## src/design/hpqe_delay.sv

```systemverilog
// ----------------------------------------------------------------------------
// hpqe_delay
// Fixed shift line that keeps side data in step with the pipeline.
// ----------------------------------------------------------------------------
module hpqe_delay #(
    parameter int WIDTH = 32,
    parameter int DEPTH = 4
) (
    input  logic             clk,
    input  logic [WIDTH-1:0] din,
    output logic [WIDTH-1:0] dout
);
    logic [WIDTH-1:0] tap_reg [0:DEPTH-1];

    always_ff @(posedge clk)
    begin
        tap_reg[0] <= din;
        for (int i = 1; i < DEPTH; i++)
        begin
            tap_reg[i] <= tap_reg[i-1];
        end
    end

    assign dout = tap_reg[DEPTH-1];
endmodule

```

## config.mk

```make
export PLATFORM = sky130hd
export DESIGN_NAME = hpqe_delay
export DESIGN_NICKNAME = d
export VERILOG_FILES = /design/src/design/hpqe_delay.sv
export SDC_FILE = /design/constraint.sdc
export NUM_CORES = 1
export LEC_CHECK = 0
export ABC_AREA = 1
export ABC_CLOCK_PERIOD_IN_PS = 1100
export BUFFER_PORTS_ARGS = -buffer_cell sky130_fd_sc_hd__clkbuf_2
export CELL_PAD_IN_SITES_DETAIL_PLACEMENT = 0
export CELL_PAD_IN_SITES_GLOBAL_PLACEMENT = 1
export CORE_MARGIN = 1
export CORE_UTILIZATION = 44
export DETAILED_ROUTE_END_ITERATION = 8
export GPL_TIMING_DRIVEN = 1
export PLACE_DENSITY = 0.88
export RECOVER_POWER = 50
export SETUP_SLACK_MARGIN = 0.15
export SLEW_MARGIN = 20
export SYNTH_ARGS = -nofsm -noshare
export SYNTH_HDL_FRONTEND = slang
export SYNTH_SLANG_ARGS = --single-unit
```

## constraint.sdc

```tcl
create_clock -name clk -period 1.1 [get_ports clk]
set_input_delay 0.055 -clock clk [delete_from_list [all_inputs] [get_ports clk]]
set_output_delay 0.055 -clock clk [all_outputs]
set_load 0.05 [all_outputs]
```

Yosys cells after proc, flatten, opt, wreduce, memory -nomap -nowiden
Memories as Yosys holds them, arrays and structs flattened. Index checks and enable logic that the tools add are counted.

Flip-flop bits (word level): 0. Bits in writable memories: 128. Logic and storage cells: 1. Memories: 1.

Memory list: tap_reg (depth 4, bits a word 32, read ports 4, clocked after Yosys merged registers in 0, write ports 4, line 13) `logic [WIDTH-1:0] tap_reg [0:DEPTH-1];`.

Longest topological paths before layout
Depth in word-level cells: 0. Depth in mapped cells: 0.

Worst setup path before layout
No wires, ideal clock.

Path kind: register -> output. From: memory tap_reg[3][0]. To: output dout[0]. Data arrival time: 0.587 ns. Required time: 1.045 ns. Slack: 0.458 ns. Cell stages (with the launch flop): 1. Path buffers: 0. Cells stage by stage: dfxtp_1.

RTL lines: start, declared (line 13); end, declared (line 11) `output logic [WIDTH-1:0] dout`.

==> qor.csv <==
stage,metric,value,unit
outcome,status,"finished, final reports clean",
critical_path,slowest_delay,0.34,ns
synthesis,synth_xor_area_share,0,%
sta,clock_skew,0.00643,ns
finish,nFillCells,321,
detailed_routing,wire_per_inst,11.7,um
synthesis,synth-async-reset-ratio,0,%
detailed_routing,drc,0,
grt,grt_pass1_vias,1319,
critical_path,crit_path_max_fanout,1,
synthesis,synth.net_count,161,
synthesis,synthMuxAreaShare,0,%
synthesis,synthTopCellsByArea,dfxtp_1 (100%),
finish,drive_above_1_share,47.1,%
finish,stdcell_area,4270,um2
critical_path,path_cells,clkbuf_16,
sta,setup_viol,0,
clocking,cts_max_level,4,
sta,fin_crit,1.05,ns
clocking,root_buffer,clkbuf_8,
finish,antennaDiodeCount,0,
finish,nMultiInputCombCells,0,
synthesis,synth_compound_area_share,0,%
sta,setup_ws,0.0539,ns
power_and_ir_drop,power.density,2440,nW/um2
die,fp.dieH,78.3,um
detailed_routing,drt-vias-per-instance,3.78,
sta,finalCritPeriodShare,95.1,%
finish,multi_input_area,0,um2
sta,setup_tns,0,ns
critical_path,cp.required,1.04,ns
grt,grt_max_degree,17,
die,start_util,46.0,%
synthesis,netlist_area,2560,um2
synthesis,synth_cells,128,
critical_path,cp.arrival,0.99,ns
grt,track_usage,14.4,%
die,core.rowCount,27,
detailed_routing,vias,1237,
critical_path,cp-end-kind,output port,
synthesis,ys_types,1,
synthesis,synth_edf_count,0,
placement,pre_cts_slack,0.465,ns
clocking,cts-buffers-inserted,17,
die,core-area,5570,um2
grt,grt-ovfl-total,0,
die,boundaryPins,65,
sta,slew_violations,0,
power_and_ir_drop,p_leak,0.00189,uW
synthesis,synth.avg_cell_area,20.0,um2
detailed_routing,drt_pre_antenna_iters,4,
power_and_ir_drop,ir_drop,1470,uV
synthesis,synth-seq-cells,128,
die,die-width,78.3,um
synthesis,synth-adder-area-share,0,%
sta,hold_viol,0,
finish,final_nets,276,
synthesis,yosys_warnings,0,
detailed_routing,postRouteAntennaNets,0,
synthesis,ys_top_cells_by_count,dfxtp_1 (128),
finish,largest_reg_flops,128,
critical_path,cp_num_buf_inv,1,
placement,routabilityCongestion,0.567,
detailed_routing,drt-initial-drc-count,17,
clocking,cts.sinks,128,
die,design.die.area,6130,um2
synthesis,synth_simple_gate_area_share,0,%
synthesis,yosysMostFrequentCell,dfxtp_1,
clocking,clock_latency,0.49,ns
placement,place_area,2970,um2
sta,grt_setup_unrepaired,true,
finish,syn2layout_area_growth,66.7,%
grt,antenna_found_initial,0,
critical_path,crit_family,flip-flops,
synthesis,yosysSeqAreaShare,100,%
clocking,cts_max_path_buffers,2,
critical_path,slowest_stage,dfxtp_2,
placement,io_buffers,64,
critical_path,worstSetupPathType,reg2out,
synthesis,ys.flop_type,dfxtp_1,
clocking,path_clk_slew,0.05,ns
sta,maxSlewHeadroom,82.1,%
critical_path,cp-start-kind,flip-flop,
run,maxCapViolCount,0,
detailed_routing,wl,3830,um
clocking,postCtsSetupBuffers,0,
synthesis,synth_area_leader_cell,dfxtp_1,
sta,tightest_slew,0.268,ns
sta,fmax,956,MHz
worst_hold_path,hold_class,in2reg,
synthesis,yosysTopAreaCellShare,100,%
grt,grt_pass1_wl,5870,um
clocking,cts_tree,done,
-- cell type report --
class	instances	area, um2	share of cell area [%]
sequential	128	2600	60.9
clock buffer	25	474	11.1
tap	72	90.1	2.11
clock inverter	6	57.6	1.35
timing repair buffer	96	1050	24.6
-- metrics by stage --
step	cells	total power [uW]	utilization, %	hold slack, ns
finish	327	10400	76.7	0.201
CTS	327	10500	76.1	0.176
global route	327	10800	76.7	0.176
global placement	264	5360	53.3	0.159
detailed placement	264	5380	53.3	0.159
floorplan	128	5250	-	0.0827
-- report_power, final --
group | internal (uW) | total (uW) | switching, uW
combinational | 302 | 579 | 277
clock | 3140 | 4840 | 1700
sequential | 4910 | 4990 | 85.1
-- layer usage --
layer,global-route usage (%),part of all wire [%],vias to the layer above
li1,-,-,626
met1,11.7,35,563
met2,25.7,58,41
met3,8.26,4.8,7
met4,9.44,1.5,0
met5,0,0,-
-- path summary, 6_finish.rpt --
path	from	end	slack, ns	depth (start not counted)
setup / recovery	tap_reg[3][23]	dout[23]	0.05	1
hold / removal	din[1]	tap_reg[0][1]	0.20	2
setup reg to reg	tap_reg[2][4]	tap_reg[3][4]	0.68	0
hold reg to reg	tap_reg[2][3]	tap_reg[3][3]	0.32	0
-- logic make-up (layout without fill, tap and decap cells) --
logic type  Yosys count  count (layout)
buf+inv               0             127
flops               128             128
-- cells in the final DEF, fill, tap and decap left out --
cell type and count:
dfxtp_1 97, dlygate4sd3_1 32, clkbuf_2 31, dfxtp_2 31, clkbuf_16 25, buf_8 23, clkbuf_1 6, clkbuf_8 4
clkinv_2 4, bufinv_16 1, clkinvlp_4 1
-- timing repair --
action	in CTS	in global routing
pin swaps	0	0
resized for setup	102	25
hold buffers	32	0
hold endpoints to repair	32	0
setup endpoints to repair	32	32
Power figures use the tool's default switching activity.
